## src/sv/mbrf_pkg.sv

```systemverilog
`timescale 1ns / 1ps
`default_nettype none
// ----------------------------------------------------------------------------
// mbrf_pkg
// Types, codes and constants of the MBR FAT32 partition finder.
// ----------------------------------------------------------------------------
package mbrf_pkg;

  typedef enum logic [1:0] {
    PH_IDLE  = 2'd0,
    PH_SECT0 = 2'd1,
    PH_PART  = 2'd2
  } phase_t;

  typedef enum logic [1:0] {
    KIND_REQ   = 2'd0,
    KIND_FOUND = 2'd1,
    KIND_NONE  = 2'd2
  } kind_t;

  // Input command codes. Code 3 is unused and ignored.
  localparam logic [1:0] OP_START = 2'd0;
  localparam logic [1:0] OP_BYTE  = 2'd1;
  localparam logic [1:0] OP_FAIL  = 2'd2;

  localparam int unsigned PosW       = 9;
  localparam int unsigned LbaW       = 32;
  localparam int unsigned NumEntries = 4;

  localparam logic [PosW-1:0] POS_LAST      = 9'd511;
  localparam logic [PosW-1:0] POS_SIG_LO    = 9'd510;
  localparam logic [PosW-1:0] POS_SIG_HI    = 9'd511;
  localparam logic [PosW-1:0] POS_TABLE     = 9'd446;
  localparam logic [PosW-1:0] POS_NAME      = 9'd82;
  localparam logic [PosW-1:0] POS_NAME_END  = 9'd86;
  localparam logic [PosW-1:0] POS_BPS       = 9'd11;
  localparam logic [PosW-1:0] POS_SPF16     = 9'd22;
  localparam logic [PosW-1:0] POS_SPF32     = 9'd36;
  localparam logic [PosW-1:0] POS_SPF32_END = 9'd39;

  localparam logic [7:0]  SIG_LO_BYTE  = 8'h55;
  localparam logic [7:0]  SIG_HI_BYTE  = 8'hAA;
  localparam logic [7:0]  TYPE_FAT32   = 8'h0B;
  localparam logic [7:0]  TYPE_FAT32_L = 8'h0C;
  localparam logic [15:0] SECTOR_BYTES = 16'd512;

  // Expected byte of the "FAT32" file system name.
  function automatic logic [7:0] fat_name_byte(input logic [2:0] idx);
    logic [7:0] ch;
    unique case (idx)
      3'd0:    ch = 8'h46;
      3'd1:    ch = 8'h41;
      3'd2:    ch = 8'h54;
      3'd3:    ch = 8'h33;
      3'd4:    ch = 8'h32;
      default: ch = 8'h00;
    endcase
    return ch;
  endfunction

endpackage
`default_nettype wire

```

## src/sv/mbr_fat32_partition_finder.sv

```systemverilog
`timescale 1ns / 1ps
`default_nettype none
// ----------------------------------------------------------------------------
// mbr_fat32_partition_finder
// Walks the MBR of a disk and locates the first FAT32 volume.
// ----------------------------------------------------------------------------
// A start item makes the block request sector 0; the sector's 512 bytes then
// arrive as one item each, and a failure item reports a read that went wrong.
// Results are sector requests and a final found / not found verdict with the
// volume offset. No item holds up the input: each byte updates a few
// state registers, and any result goes into a registered output stage backed
// by a one-item skid buffer, so s_tready only drops when both are full.
module mbr_fat32_partition_finder (
  input  wire logic        clk,
  input  wire logic        rst,
  input  wire logic        s_tvalid,
  output logic             s_tready,
  input  wire logic [7:0]  s_tdata,   // [7:0] data_byte
  input  wire logic [1:0]  s_tuser,   // [1:0] opcode
  output logic             m_tvalid,
  input  wire logic        m_tready,
  output logic [31:0]      m_tdata,   // [31:0] lba
  output logic [1:0]       m_tuser    // [1:0] kind
);
  import mbrf_pkg::*;

  phase_t                 phase, phase_next;
  logic [PosW-1:0]        pos, pos_next;
  logic [1:0]             cur_entry, cur_entry_next;
  logic [LbaW-1:0]        cur_lba, cur_lba_next;
  logic [NumEntries-1:0]  entry_fat, entry_fat_next;
  logic [LbaW-1:0]        entry_lba [NumEntries];
  logic                   s0_boot, s0_boot_next;
  logic [1:0]             sig_ok, sig_ok_next;
  logic                   name_match, name_match_next;
  logic [15:0]            bps, bps_next;
  logic [15:0]            spf16, spf16_next;
  logic                   spf32_nz, spf32_nz_next;

  logic                   accept;
  logic                   emit;
  kind_t                  emit_kind;
  logic [LbaW-1:0]        emit_lba;
  logic [1:0]             op;
  logic [7:0]             b;

  logic                   sk_valid;
  kind_t                  sk_kind;
  logic [LbaW-1:0]        sk_lba;
  kind_t                  out_kind;

  // Partition table decode.
  logic [PosW-1:0]        rel;
  logic                   in_table;
  logic [1:0]             tab_e;
  logic [3:0]             tab_off;
  logic                   lba_wr;

  assign op       = s_tuser;
  assign b        = s_tdata;
  assign s_tready = !sk_valid;
  assign accept   = s_tvalid && s_tready;

  assign rel      = pos - POS_TABLE;
  assign in_table = (phase == PH_SECT0) && (pos >= POS_TABLE) && (pos < POS_SIG_LO);
  assign tab_e    = rel[5:4];
  assign tab_off  = rel[3:0];
  assign lba_wr   = accept && (op == OP_BYTE) && in_table && (tab_off[3:2] == 2'b10);

  always_comb begin
    logic            boot;
    logic [2:0]      first;
    logic            cand_ok;
    logic [1:0]      cand_idx;
    logic            do_cand;
    logic            s0_for_cand;

    phase_next      = phase;
    pos_next        = pos;
    cur_entry_next  = cur_entry;
    cur_lba_next    = cur_lba;
    entry_fat_next  = entry_fat;
    s0_boot_next    = s0_boot;
    sig_ok_next     = sig_ok;
    name_match_next = name_match;
    bps_next        = bps;
    spf16_next      = spf16;
    spf32_nz_next   = spf32_nz;
    emit            = 1'b0;
    emit_kind       = KIND_REQ;
    emit_lba        = '0;
    boot            = 1'b0;
    first           = 3'd0;
    do_cand         = 1'b0;
    s0_for_cand     = s0_boot;
    cand_ok         = 1'b0;
    cand_idx        = 2'd0;

    if (accept) begin
      if (op == OP_START) begin
        phase_next     = PH_SECT0;
        pos_next       = '0;
        cur_entry_next = '0;
        s0_boot_next   = 1'b0;
        emit           = 1'b1;
        emit_kind      = KIND_REQ;
        emit_lba       = '0;
      end else if (op == OP_FAIL && phase != PH_IDLE) begin
        if (phase == PH_SECT0) begin
          phase_next = PH_IDLE;
          pos_next   = '0;
          emit       = 1'b1;
          emit_kind  = KIND_NONE;
        end else begin
          do_cand = 1'b1;
          first   = {1'b0, cur_entry} + 3'd1;
        end
      end else if (op == OP_BYTE && phase != PH_IDLE) begin
        // Byte 0 opens a new sector and clears the boot record checks.
        if (pos == '0) begin
          sig_ok_next     = 2'b00;
          name_match_next = 1'b1;
          bps_next        = '0;
          spf16_next      = '0;
          spf32_nz_next   = 1'b0;
          if (phase == PH_SECT0) entry_fat_next = '0;
        end
        if (pos >= POS_NAME && pos <= POS_NAME_END &&
            b != fat_name_byte(3'(pos - POS_NAME))) name_match_next = 1'b0;
        if (pos == POS_BPS)            bps_next[7:0]    = b;
        if (pos == POS_BPS + 9'd1)     bps_next[15:8]   = b;
        if (pos == POS_SPF16)          spf16_next[7:0]  = b;
        if (pos == POS_SPF16 + 9'd1)   spf16_next[15:8] = b;
        if (pos >= POS_SPF32 && pos <= POS_SPF32_END && b != 8'd0) spf32_nz_next = 1'b1;
        if (pos == POS_SIG_LO && b == SIG_LO_BYTE) sig_ok_next[0] = 1'b1;
        if (pos == POS_SIG_HI && b == SIG_HI_BYTE) sig_ok_next[1] = 1'b1;
        if (in_table && tab_off == 4'd4)
          entry_fat_next[tab_e] = (b == TYPE_FAT32) || (b == TYPE_FAT32_L);

        if (pos != POS_LAST) begin
          pos_next = pos + 9'd1;
        end else begin
          pos_next = '0;
          boot = (sig_ok_next == 2'b11) &&
                 (name_match || (bps == SECTOR_BYTES && spf16 == '0 && spf32_nz));
          if (phase == PH_SECT0) begin
            if (sig_ok_next != 2'b11) begin
              phase_next = PH_IDLE;
              emit       = 1'b1;
              emit_kind  = KIND_NONE;
            end else begin
              s0_boot_next = boot;
              s0_for_cand  = boot;
              do_cand      = 1'b1;
              first        = 3'd0;
            end
          end else if (boot) begin
            phase_next = PH_IDLE;
            emit       = 1'b1;
            emit_kind  = KIND_FOUND;
            emit_lba   = cur_lba;
          end else begin
            do_cand = 1'b1;
            first   = {1'b0, cur_entry} + 3'd1;
          end
        end
      end
    end

    // Lowest FAT32-typed entry at or after the first index wins.
    for (int i = NumEntries - 1; i >= 0; i--) begin
      if (entry_fat_next[i] && (3'(i) >= first)) begin
        cand_ok  = 1'b1;
        cand_idx = 2'(i);
      end
    end

    if (do_cand) begin
      pos_next = '0;
      emit     = 1'b1;
      if (cand_ok) begin
        cur_entry_next = cand_idx;
        cur_lba_next   = entry_lba[cand_idx];
        phase_next     = PH_PART;
        emit_kind      = KIND_REQ;
        emit_lba       = entry_lba[cand_idx];
      end else begin
        phase_next = PH_IDLE;
        emit_kind  = s0_for_cand ? KIND_FOUND : KIND_NONE;
        emit_lba   = '0;
      end
    end
  end

  always_ff @(posedge clk) begin
    if (rst) begin
      phase      <= PH_IDLE;
      pos        <= '0;
      cur_entry  <= '0;
      entry_fat  <= '0;
      s0_boot    <= 1'b0;
      sig_ok     <= 2'b00;
      name_match <= 1'b0;
      bps        <= '0;
      spf16      <= '0;
      spf32_nz   <= 1'b0;
    end else begin
      phase      <= phase_next;
      pos        <= pos_next;
      cur_entry  <= cur_entry_next;
      entry_fat  <= entry_fat_next;
      s0_boot    <= s0_boot_next;
      sig_ok     <= sig_ok_next;
      name_match <= name_match_next;
      bps        <= bps_next;
      spf16      <= spf16_next;
      spf32_nz   <= spf32_nz_next;
    end
  end

  // Start LBAs and the LBA of the sector being read carry no reset.
  always_ff @(posedge clk) begin
    cur_lba <= cur_lba_next;
    if (lba_wr) entry_lba[tab_e][tab_off[1:0]*8 +: 8] <= b;
  end

  // Output register with a one-item skid buffer behind it.
  always_ff @(posedge clk) begin
    if (rst) begin
      m_tvalid <= 1'b0;
      sk_valid <= 1'b0;
    end else begin
      if (sk_valid) begin
        if (m_tready) begin
          sk_valid <= 1'b0;
        end
      end else if (emit) begin
        if (m_tvalid && !m_tready) begin
          sk_valid <= 1'b1;
        end else begin
          m_tvalid <= 1'b1;
        end
      end else if (m_tvalid && m_tready) begin
        m_tvalid <= 1'b0;
      end
    end
  end

  always_ff @(posedge clk) begin
    if (sk_valid) begin
      if (m_tready) begin
        out_kind <= sk_kind;
        m_tdata  <= sk_lba;
      end
    end else if (emit) begin
      if (m_tvalid && !m_tready) begin
        sk_kind <= emit_kind;
        sk_lba  <= emit_lba;
      end else begin
        out_kind <= emit_kind;
        m_tdata  <= emit_lba;
      end
    end
  end

  assign m_tuser = out_kind;

  a_skid_behind_out: assert property (@(posedge clk) disable iff (rst)
    sk_valid |-> m_tvalid)
    else $error("skid buffer holds an item while the output stage is empty");

  a_idle_pos_zero: assert property (@(posedge clk) disable iff (rst)
    (phase == PH_IDLE) |-> (pos == '0))
    else $error("byte position not cleared while idle");

  a_part_entry_typed: assert property (@(posedge clk) disable iff (rst)
    (phase == PH_PART) |-> entry_fat[cur_entry])
    else $error("reading a partition whose type is not FAT32");

  a_none_lba_zero: assert property (@(posedge clk) disable iff (rst)
    (m_tvalid && out_kind == KIND_NONE) |-> (m_tdata == '0))
    else $error("not-found result carries a nonzero offset");

  a_full_stall: assert property (@(posedge clk) disable iff (rst)
    (m_tvalid && !m_tready && emit) |=> sk_valid)
    else $error("result lost while the output stage was stalled");

endmodule
`default_nettype wire
```

## config.mk

```make
export PLATFORM = sky130hd
export DESIGN_NAME = mbr_fat32_partition_finder
export DESIGN_NICKNAME = d
export VERILOG_FILES = /design/src/sv/mbrf_pkg.sv /design/src/sv/mbr_fat32_partition_finder.sv
export SDC_FILE = /design/constraint.sdc
export NUM_CORES = 1
export LEC_CHECK = 0
export ABC_AREA = 1
export CAP_MARGIN = 20
export CELL_PAD_IN_SITES_DETAIL_PLACEMENT = 2
export CELL_PAD_IN_SITES_GLOBAL_PLACEMENT = 2
export CORE_MARGIN = 3
export CORE_UTILIZATION = 41
export CTS_BUF_LIST = sky130_fd_sc_hd__clkbuf_4 sky130_fd_sc_hd__clkbuf_8 sky130_fd_sc_hd__clkbuf_16
export CTS_CLUSTER_DIAMETER = 30
export CTS_CLUSTER_SIZE = 28
export DETAILED_ROUTE_END_ITERATION = 7
export DONT_BUFFER_PORTS = 1
export PLACE_DENSITY_LB_ADDON = 0.08
export SETUP_SLACK_MARGIN = 0.5
export SLEW_MARGIN = 20
export SYNTH_ARGS = -nofsm -noshare
export SYNTH_HDL_FRONTEND = slang
export SYNTH_SLANG_ARGS = --single-unit
```

## constraint.sdc

```tcl
create_clock -name clk -period 9.9 [get_ports clk]
set_input_delay 1.485 -clock clk [delete_from_list [all_inputs] [get_ports clk]]
set_output_delay 1.485 -clock clk [all_outputs]
set_load 0.03 [all_outputs]
```

==> results of run 1 <==
## layout make-up
type | instances | share of cell area [%]
inverter | 89 | 2.20
tap | 390 | 3.21
timing repair buffer | 9 | 0.444
multi-input combinational | 838 | 26.3
clock buffer | 86 | 12.7
sequential | 284 | 52.4
clock inverter | 41 | 2.84
## cell families (layout without fill, tap and decap cells)
family | after synthesis | after routing
simple gates | 739 | 739
flops | 284 | 284
buf+inv | 138 | 225
compound gates | 85 | 85
fa+ha+maj | 12 | 12
xor+xnor | 2 | 2
## layer usage
metal | global-route usage [%] | wire length [um]
met5 | 0 | 0
met4 | 10.6 | 1490
met1 | 31.0 | 17200
met2 | 48.2 | 22400
met3 | 5.52 | 1890
## critical path, delay by kind of cell (launching register included)
family / cells / cell delay, ps
AND/OR/NAND/NOR: 9 / 1980
AO/OA/AOI/OAI: 2 / 250
flip-flops: 1 / 910
buffers and inverters: 4 / 1350
adder cells (fa/ha/maj): 1 / 460
## stage by stage
| stage | hold slack (ps) | std cells | worst slack (ps) | cell area [um^2] | utilization, % |
|---|---|---|---|---|---|
| 5_1_grt | 479 | 1737 | 4380 | 15200 | 50.9 |
| 6_report | 453 | 1737 | 4630 | 15200 | 50.9 |
| 3_5_place_dp | 451 | 1610 | 4430 | 12900 | 43.0 |
| 4_1_cts | 458 | 1737 | 4680 | 15200 | 50.9 |
| 2_1_floorplan | 436 | 1260 | 4800 | 12500 | - |
| 3_3_place_gp | 442 | 1610 | 4580 | 12900 | 43.0 |
## cells in the mapped netlist (2+ instances only)
| cell type | count | area (um^2) |
|---|---|---|
| inv_1 | 74 | 278 |
| nand2_1 | 338 | 1270 |
| buf_1 | 2 | 7.51 |
| nand2_4 | 2 | 22.5 |
| o22ai_1 | 3 | 18.8 |
| nor4_1 | 3 | 18.8 |
| clkinv_1 | 2 | 7.51 |
| a21oi_1 | 53 | 265 |
| inv_2 | 13 | 48.8 |
| nor3_1 | 45 | 225 |
| and2_1 | 30 | 188 |
| nand4_1 | 11 | 68.8 |
| nand3_2 | 2 | 20.0 |
| clkbuf_1 | 22 | 82.6 |
| nand2_2 | 9 | 56.3 |
| buf_6 | 8 | 90.1 |
| a221oi_1 | 2 | 17.5 |
| edfxtp_1 | 228 | 6850 |
| nand3_1 | 196 | 981 |
| nor4_2 | 2 | 25.0 |
| buf_2 | 16 | 80.1 |
| nor2_1 | 82 | 308 |
| o21ai_0 | 13 | 65.1 |
| o21ai_1 | 3 | 15.0 |
| ha_1 | 12 | 150 |
| o21ai_2 | 2 | 17.5 |
| dfxtp_1 | 56 | 1120 |
| xor2_1 | 2 | 17.5 |
| nor2_4 | 3 | 33.8 |
| o21a_1 | 2 | 15.0 |
| a211oi_1 | 2 | 15.0 |
| nor2_2 | 10 | 62.6 |
## path summary, 6_finish.rpt
check        slack, ps                start                    end  cells after the start
max               4630  pos[0]$_SDFFE_PP0P_  m_tdata[27]$_DFFE_PP_                     16
min                450  bps[5]$_SDFFE_PP0P_    bps[5]$_SDFFE_PP0P_                      2
max reg2reg       4630  pos[0]$_SDFFE_PP0P_  m_tdata[27]$_DFFE_PP_                     16
min reg2reg        450  bps[5]$_SDFFE_PP0P_    bps[5]$_SDFFE_PP0P_                      2
## power breakdown
group          leakage, nW  switching [mW]  internal, mW
sequential            2.48         0.00652          1.28
clock                 1.16           0.725          1.58
combinational         2.03          0.0339       0.00730
total                 5.67           0.765          2.88
## flip-flops by register name, indices dropped and copies added (netlist names)
name	count
bps	16
cur_entry	2
cur_lba	32
entry_fat	4
entry_lba	128
m_tdata	32
m_tuser	2
m_tvalid	1
name_match	1
phase	2
pos	9
s0_boot	1
sig_ok	2
sk_kind	2
sk_lba	32
sk_valid	1
spf16	16
spf32_nz	1
==> impl_metrics.csv, run 1 <==
group,metric,value,unit
outcome,status,"complete, no violations",
global_routing,grt_overflow,0,
synth,syn-cell-area,12500,um^2
pwr,power.density_cell_area,239,nW/um^2
route,ant_nets,0,
global_routing,grt_pass1_vias,11000,
clock_tree,ctsResizeCount,0,
clock_tree,cts_root_buf,"clkbuf_16",
sta,setup_tns,0,ps
sta,setup_violations,0,
critical_path,required,10180,ps
pwr,power.leakage,5.67,nW
critical_path,crit_arrival,5560,ps
critical_path,slowest_delay,910,ps
route,via_per_inst,5.63,
route,vias,9782,
synth,synth_edf_count,228,
floorplan,core.rowCount,63,
critical_path,critPathKind,"register to register",
cells_and_area,final_common_cell,"nand2_1",
global_routing,antenna_found_initial,0,
global_routing,grt_max_degree,66,
clock_tree,cts_sinks,284,
cells_and_area,drive_gt1_share,12.8,%
sta,slew_viol_final,0,
sta,fmax,190,MHz
placed_design,numPortBuffers,0,
floorplan,start_util,42.0,%
route,post_drt_wl_per_cell,24.8,um
synth,synth_top_family_by_area,"simple AND/OR/NAND/NOR gates",
global_routing,grt_pass1_wl,67.4,mm
sta,tightest_slew,990,ps
floorplan,die_w,181,um
synth,ys.flop_type,"edfxtp_1",
cells_and_area,multi_input_area,3990,um^2
cells_and_area,nNetsFinal,1317,
synth,synthMuxAreaShare,0,%
clock_tree,clk_pin_slew,50,ps
pwr,total_power,3.64,mW
global_routing,grt_use_total,26.7,%
floorplan,die_h,181,um
cells_and_area,diodes,0,
route,drtIter0Drc,525,
cells_and_area,area_delta_synth_final,21.3,%
clock_tree,worstSkewPairLatency,570,ps
clock_tree,hold_buffers,0,
job,maxCapViolations,0,
critical_path,critPathLaunchType,"register",
placed_design,hpwl,25.3,mm
sta,rsz0062_at_grt,"false",
sta,period_minus_slack,5270,ps
sta,skew,22.4,ps
cells_and_area,fillerInstances,3026,
route,dr.pass1.iters,4,
critical_path,endpoint_kind,"register",
route,drcViolationCount,0,
synth,yosysWarnings,0,
synth,syn_inst,1260,
placed_design,routabilityCongestion,0.813,
synth,ys_async_sr_fraction,0,%
cells_and_area,seqCellArea,7970,um^2
synth,synth_compound_area_share,3.76,%
synth,syn-num-nets,1286,
pwr,vdd_ir_drop_max,0.153,mV
clock_tree,clockBufferDepth,3,
floorplan,die_area,32700,um^2
floorplan,coreArea,29900,um^2
clock_tree,cts_tree,"yes",
clock_tree,htree_levels,3,
sta,hold_viol_final,0,
critical_path,worstPathCellList,"inv_1, ha_1, nand2_1, o211ai_2, nand3_2, inv_2, nand4_1, nand2_1, o21ai_1, inv_2, nand2_4, nand3_4, inv_2, nand3_1, nand3_1, nand3_1",
sta,final.period_utilization,53.3,%
floorplan,pin_count,50,
synth,ys_seq_area_share,63.5,%
synth,syn_area_per_cell,9.95,um^2
critical_path,cp_max_fo,37,
critical_path,slowest_stage,"dfxtp_1",
clock_tree,cts_setup_buffers,0,
sta,slew_headroom,33.4,%
synth,synth-simple-area-share,26.6,%
route,drt-total-wl,43.0,mm
synth,synth.distinct_cells,44,
cells_and_area,mostFrequentLayoutCells,"338 x nand2_1, 228 x edfxtp_1, 196 x nand3_1, 82 x nor2_1, 74 x inv_1",
min_path,hold_class,"register to register",
synth,synthAdderAreaFrac,1.20,%
clock_tree,cts_inserted_buffers,69,
synth,ys_ff_latch,284,
synth,synthXorXnorAreaFrac,0.140,%
No activity file was read; power rests on OpenSTA's default activity.
==> run 2: changes to the inputs <==
CORE_UTILIZATION = 37   (was 41)
clock period = 4.3 ns   (was 9.9 ns; I/O delays follow)
==> run 2 against run 1 <==
Compared with the run above: clock-buffer cell count stayed put; worst setup slack worse by 3800 ps; core utilization is 3.0 points lower; power is 140% higher; worst hold slack worse by 300 ps; clock power is 150% higher; first-iteration DRC count is 9.3% lower; die area is 10% higher; critical path type unchanged; largest cell class unchanged.
==> impl_metrics.csv, run 2 (same netlist as run 1, synthesis figures left out) <==
group,metric,value,unit
pwr,switchingPower,1.82,mW
cells_and_area,final_util,48.0,%
cells_and_area,area_delta_synth_final,26.0,%
sta,skew,22.3,ps
critical_path,rr_startpoint,"pos[1]$_SDFFE_PP0P_",
cells_and_area,nNetsFinal,1347,
critical_path,reg2regPathDepth,16,
outcome,status,"complete, no violations",
floorplan,start_util,38.1,%
clock_tree,cts_inserted_buffers,73,
route,wl_met1,17.4,mm
route,vias,9654,
min_path,min_to,"bps[14]$_SDFFE_PP0P_",
sta,fmax,289,MHz
critical_path,cp_max_fo,26,
placed_design,routabilityCongestion,0.767,
pwr,seqPwrFrac,34.0,%
critical_path,crit_arrival,3770,ps
clock_tree,cts_tree,"yes",
sta,final.period_utilization,80.6,%
global_routing,grt_use_total,23.0,%
route,post_drt_wl_per_cell,22.4,um
pwr,p_clk_share,64.8,%
route,dr.pass1.iters,5,
critical_path,critPathKind,"register to register",
route,wl_met2,20.9,mm
placed_design,numPortBuffers,0,
critical_path,critPathLaunchType,"register",
clock_tree,htree_levels,3,
critical_path,r2r_end,"m_tdata[6]$_DFFE_PP_",
critical_path,required,4600,ps
global_routing,grt_overflow,0,
route,met3_wirelength,1.28,mm
clock_tree,clk_pin_slew,50,ps
route,via_per_inst,5.30,
sta,setup_tns,0,ps
pwr,total_power,8.74,mW
route,drtIter0Drc,476,
min_path,holdPathStages,1,
global_routing,grt_pass1_wl,64.1,mm
clock_tree,cts_root_buf,"clkbuf_16",
route,top_layer,"met4",
clock_tree,cts_sinks,284,
cells_and_area,drive_gt1_share,15.8,%
floorplan,die_area,36100,um^2
floorplan,core.rowCount,66,
clock_tree,clockBufferDepth,3,
sta,tightest_slew,901,ps
floorplan,die_w,190,um
clock_tree,hold_buffers,0,
cells_and_area,largest_reg_flops,128,
clock_tree,worstSkewPairLatency,570,ps
global_routing,grt_max_degree,49,
floorplan,die_h,190,um
global_routing,grt_pass1_vias,10900,
route,drcViolationCount,0,
sta,slew_headroom,39.7,%
placed_design,hpwl,26.2,mm
cells_and_area,diodes,0,
pwr,p_comb_share,1.2,%
job,maxCapViolations,0,
sta,period_minus_slack,3470,ps
sta,rsz0062_at_grt,"true",
sta,hold_slack,155,ps
sta,slew_viol_final,0,
critical_path,reg2reg_slack,830,ps
pwr,power.leakage,5.92,nW
pwr,power.density_cell_area,553,nW/um^2
floorplan,coreArea,32900,um^2
min_path,hp-start,"rst",
min_path,hold_class,"input port to register",
pwr,p_sw_share,20.8,%
floorplan,pin_count,50,
pwr,vdd_ir_drop_max,0.298,mV
sta,setup_violations,0,
sta,hold_viol_final,0,
cells_and_area,mostFrequentLayoutCells,"338 x nand2_1, 228 x edfxtp_1, 196 x nand3_1, 82 x nor2_1, 75 x clkbuf_16",
critical_path,endpoint_kind,"register",
pwr,internal_power,6.91,mW
route,ant_nets,0,
global_routing,antenna_found_initial,0,
cells_and_area,final_common_cell,"nand2_1",
route,drt-total-wl,40.8,mm
[run 2: worst max path at each step]
stage / slack, ps / start / end
after detailed placement: 350 / pos[4]$_SDFFE_PP0P_ / m_tdata[12]$_DFFE_PP_
after CTS: 470 / pos[4]$_SDFFE_PP0P_ / m_tdata[14]$_DFFE_PP_
final: 830 / pos[1]$_SDFFE_PP0P_ / m_tdata[6]$_DFFE_PP_
after floorplan: 720 / m_tready / m_tdata[0]$_DFFE_PP_
after global routing: 480 / pos[4]$_SDFFE_PP0P_ / m_tdata[28]$_DFFE_PP_
after global placement: 440 / pos[4]$_SDFFE_PP0P_ / m_tdata[12]$_DFFE_PP_
[run 2: area by class of cell]
| cell class | count | area (um^2) |
|---|---|---|
| fillers | 3392 | 17100 |
| flip-flops and latches | 284 | 7970 |
| multi-input cells | 838 | 4030 |
| clock buffers | 86 | 1970 |
| clock inverters | 48 | 594 |
| well taps | 442 | 553 |
| inverters | 89 | 344 |
| repair buffers | 35 | 337 |
[run 2: power groups by stage]
stage	Sequential (mW)	Clock (mW)	Combinational, mW
after global routing	2.97	5.88	0.114
final	2.97	5.66	0.104
after global placement	3.02	0	0.0979
after CTS	2.97	5.74	0.105
after floorplan	3.02	0	0.0671
after detailed placement	3.02	0	0.102
[run 2: what timing repair did]
item	CTS	global route
setup endpoints to repair	61	98
gates resized for setup	4	18
pin swaps	1	0
setup buffers	1	0
[run 2: layer usage]
metal  global-route usage (%)  vias up
li1                         -     4469
met1                     28.4     4925
met2                     40.6      167
met3                     3.65       93
met4                     8.76        0
met5                        0        -
[run 2: metrics by stage]
step	std cells	cell area [um^2]	worst slack, ps
global placement	1687	13100	440
CTS	1822	15700	472
detailed placement	1687	13100	348
finish	1822	15800	835
floorplan	1260	12500	717
global route	1822	15800	481
[run 2: critical path, cell delays in order (launching register included)]
cell,delay [ps]
dfxtp_2,410
inv_1,140
ha_1,440
nand2_1,110
nor2_1,210
nand3_2,170
inv_2,110
nand4_1,110
o21ai_1,260
inv_2,100
nand2_8,200
nand2_1,100
nor2_2,270
nor2_4,120
buf_12,180
nand3_1,140
nand3_1,110
==> run 3: changes to the inputs <==
CORE_UTILIZATION = 41   (was 37)
clock period = 3.36 ns   (was 4.3 ns; I/O delays follow)
==> run 3 against run 2 <==
Compared with the run above: synthesized area unchanged; synthesized cell count unchanged; the flow now stops in global routing (5_1_grt).
==> impl_metrics.csv, run 3 <==
group,metric,value,unit
outcome,status,"aborted with a tool error",
outcome,haltStage,"global routing (5_1_grt)",
outcome,firstError,"[ERROR DPL-0033] detailed placement checks failed during check placement.",
synth,ys_async_sr_fraction,0,%
floorplan,core.rowCount,63,
floorplan,die_h,181,um
global_routing,grt_max_degree,37,
floorplan,die_w,181,um
synth,syn_inst,1260,
synth,ys.flop_type,"edfxtp_1",
floorplan,start_util,42.0,%
placed_design,hpwl,27.9,mm
global_routing,antenna_found_initial,4,
clock_tree,clockBufferDepth,3,
synth,netlist_top_cells_count,"338 x nand2_1, 228 x edfxtp_1, 196 x nand3_1, 82 x nor2_1, 74 x inv_1",
synth,yosysWarnings,0,
synth,syn-num-nets,1286,
clock_tree,cts_sinks,284,
sta,endpoint_type,"register input",
placed_design,routabilityCongestion,0.840,
clock_tree,cts_root_buf,"clkbuf_16",
synth,synth_edf_count,228,
placed_design,dpl_worst_slack,-28.7,ps
synth,synth.distinct_cells,44,
synth,ys_ff_latch,284,
synth,ys_seq_area_share,63.5,%
floorplan,pin_count,50,
clock_tree,cts_inserted_buffers,74,
synth,syn_area_per_cell,9.95,um^2
placed_design,numPortBuffers,0,
synth,synth_area_leaders,"edfxtp_1 55%, nand2_1 10%, dfxtp_1 8.9%",
synth,syn-cell-area,12500,um^2
sta,worst_endpoint,"m_tdata[21]$_DFFE_PP_/D",
clock_tree,htree_levels,3,
synth,yosys.cell_count.top_type,"nand2_1",
synth,synth_area_leader_cell,"edfxtp_1",
synth,yosys.area.top_type_share,54.6,%
[run 3: cell counts after synthesis]
No cell type changed its count.
[run 3: timing repair]
item / CTS
resized for setup: 140
setup endpoints to repair: 181
hold buffers: 3
pin swaps: 21
gates cloned: 5
endpoints found under the hold margin: 30
buffers inserted: 31
[run 3: per-stage QoR]
| step | instance area [um^2] | util (%) | std cells |
|---|---|---|---|
| after CTS | 16800 | 56.1 | 1822 |
| after detailed placement | 13200 | 44.3 | 1652 |
| after global placement | 13200 | 44.3 | 1652 |
| after floorplan | 12600 | - | 1260 |
[run 3: logic make-up after synthesis]
group,synth area share (%)
AO/OA/AOI/OAI,3.76
XOR/XNOR,0.140
adder cells (fa/ha/maj),1.20
buffers and inverters,4.78
flip-flops,63.5
AND/OR/NAND/NOR,26.6
==> run 4: changes to the inputs <==
CELL_PAD_IN_SITES_DETAIL_PLACEMENT = not set   (was 2)
CELL_PAD_IN_SITES_GLOBAL_PLACEMENT = not set   (was 2)
CORE_UTILIZATION = 26   (was 41)
CTS_BUF_LIST = not set   (was sky130_fd_sc_hd__clkbuf_4 sky130_fd_sc_hd__clkbuf_8 sky130_fd_sc_hd__clkbuf_16)
CTS_CLUSTER_DIAMETER = not set   (was 30)
CTS_CLUSTER_SIZE = not set   (was 28)
PLACE_DENSITY_LB_ADDON = 0.15   (was 0.08)
SETUP_SLACK_MARGIN = not set   (was 0.5)
==> run 4 against run 3 <==
Compared with the run above: the flow now finishes without violations.
==> impl_metrics.csv, run 4 (same netlist as run 1, synthesis figures left out) <==
group,metric,value,unit
outcome,status,"complete, no violations",
critical_path,cp_max_fo,22,
critical_path,crit_top_cell,"nand3_1",
sta,final.period_utilization,91.2,%
pwr,power.density_cell_area,527,nW/um^2
critical_path,worstPathCellList,"ha_2, nand3_1, nor2_1, ha_1, nand3_1, nor2_2, nor2_2, nor2_2, nand2_2, nand2_1, nand2_2, nand3_1, nand3_2, nand2_2, nand2_4, nand2_4, inv_4, buf_12, nand2_1, nand3_1, nand3_1, nand3_1",
route,via_per_inst,4.54,
route,dr.pass1.iters,4,
sta,rsz0062_at_grt,"true",
route,ant_nets,0,
pwr,total_power,7.84,mW
clock_tree,cts_sinks,284,
cells_and_area,diodes,0,
critical_path,slowest_delay,380,ps
route,drcViolationCount,0,
sta,slew_headroom,39.7,%
cells_and_area,mostFrequentLayoutCells,"337 x nand2_1, 228 x edfxtp_1, 195 x nand3_1, 81 x nor2_1, 72 x inv_1",
cells_and_area,nNetsFinal,1344,
clock_tree,cts_tree,"yes",
job,maxCapViolations,0,
route,post_drt_wl_per_cell,17.5,um
min_path,hold_class,"input port to register",
sta,hold_viol_final,0,
placed_design,routabilityCongestion,0.806,
placed_design,numPortBuffers,0,
pwr,power.leakage,5.43,nW
global_routing,grt_overflow,0,
clock_tree,worstSkewPairLatency,550,ps
pwr,vdd_ir_drop_max,0.345,mV
global_routing,grt_max_degree,38,
sta,fmax,326,MHz
floorplan,core.rowCount,79,
floorplan,start_util,26.7,%
cells_and_area,fillerInstances,4875,
critical_path,critPathLaunchType,"register",
route,drtIter0Drc,525,
critical_path,crit_arrival,3340,ps
sta,slew_viol_final,0,
global_routing,grt_use_total,13.8,%
global_routing,grt_pass1_vias,8801,
sta,setup_violations,0,
global_routing,antenna_found_initial,0,
sta,skew,26.3,ps
route,drt-total-wl,34.2,mm
clock_tree,clk_pin_slew,50,ps
critical_path,endpoint_kind,"register",
cells_and_area,drive_gt1_share,13.8,%
floorplan,pin_count,50,
placed_design,hpwl,23.2,mm
cells_and_area,largest_reg_flops,128,
critical_path,slowest_stage,"dfxtp_1",
critical_path,critPathKind,"register to register",
floorplan,die_area,50900,um^2
floorplan,die_w,226,um
cells_and_area,area_delta_synth_final,18.7,%
floorplan,coreArea,47100,um^2
cells_and_area,design_area,14900,um^2
critical_path,required,3630,ps
clock_tree,cts_root_buf,"clkbuf_16",
sta,tightest_slew,901,ps
clock_tree,cts_inserted_buffers,36,
floorplan,die_h,226,um
cells_and_area,final_common_cell,"nand2_1",
clock_tree,clockBufferDepth,3,
clock_tree,htree_levels,2,
sta,period_minus_slack,3070,ps
route,vias,8867,
placed_design,place_area,13600,um^2
global_routing,grt_pass1_wl,53.4,mm
## run 4: area by class of cell
type / instances / area (um^2) / area share (%)
clock buffer: 42 / 943 / 6.34
inverter: 89 / 339 / 2.28
sequential: 284 / 7970 / 53.5
tap: 607 / 759 / 5.10
multi-input combinational: 838 / 4030 / 27.0
timing repair buffer: 69 / 603 / 4.05
clock inverter: 22 / 250 / 1.68
## run 4: power breakdown
group | internal [mW] | switching, mW
clock network | 2.34 | 1.58
registers | 3.77 | 0.0150
logic | 0.0311 | 0.103
total | 6.15 | 1.69
## run 4: final timing paths
kind / startpoint / depth (start not counted) / endpoint / slack [ps]
min reg2reg: spf16[7]$_SDFFE_PP0P_ / 2 / spf16[7]$_SDFFE_PP0P_ / 450
min: rst / 1 / spf16[8]$_SDFFE_PP0P_ / 30
max reg2reg: pos[0]$_SDFFE_PP0P_ / 22 / m_tdata[18]$_DFFE_PP_ / 290
max: pos[0]$_SDFFE_PP0P_ / 22 / m_tdata[18]$_DFFE_PP_ / 290
## run 4: per-layer routing
metal | vias to the layer above | share of wire [%] | global-route usage, %
li1 | 4430 | - | -
met1 | 4247 | 47 | 18.6
met2 | 144 | 47 | 22.6
met3 | 46 | 3.8 | 2.59
met4 | 0 | 2.1 | 4.02
met5 | - | 0 | 0
## run 4: worst max-delay path, delay by kind of cell (launching register included)
kind / cells / cell delay (ps)
buffers and inverters: 2 / 260
DFF: 1 / 380
adders and majority gates: 2 / 450
and+or+nand+nor: 18 / 1680
## run 4: stage by stage
stage	setup TNS [ps]	setup WS [ps]	std cells	utilization, %	hold slack [ps]
2_1_floorplan	0	30.3	1260	-	436
3_3_place_gp	0	157	1883	28.9	441
3_5_place_dp	0	159	1883	28.9	446
4_1_cts	0	156	1948	31.5	2.85
5_1_grt	-4.57	-4.57	1951	31.6	11.4
6_report	0	294	1951	31.6	33.3
## run 4: timing repair
action / in CTS / in global routing
hold buffers: 1 / 0
setup buffers: 0 / 3
hold endpoints to repair: 12 / 0
endpoints found under the setup margin: 0 / 92
resized for setup: 0 / 17
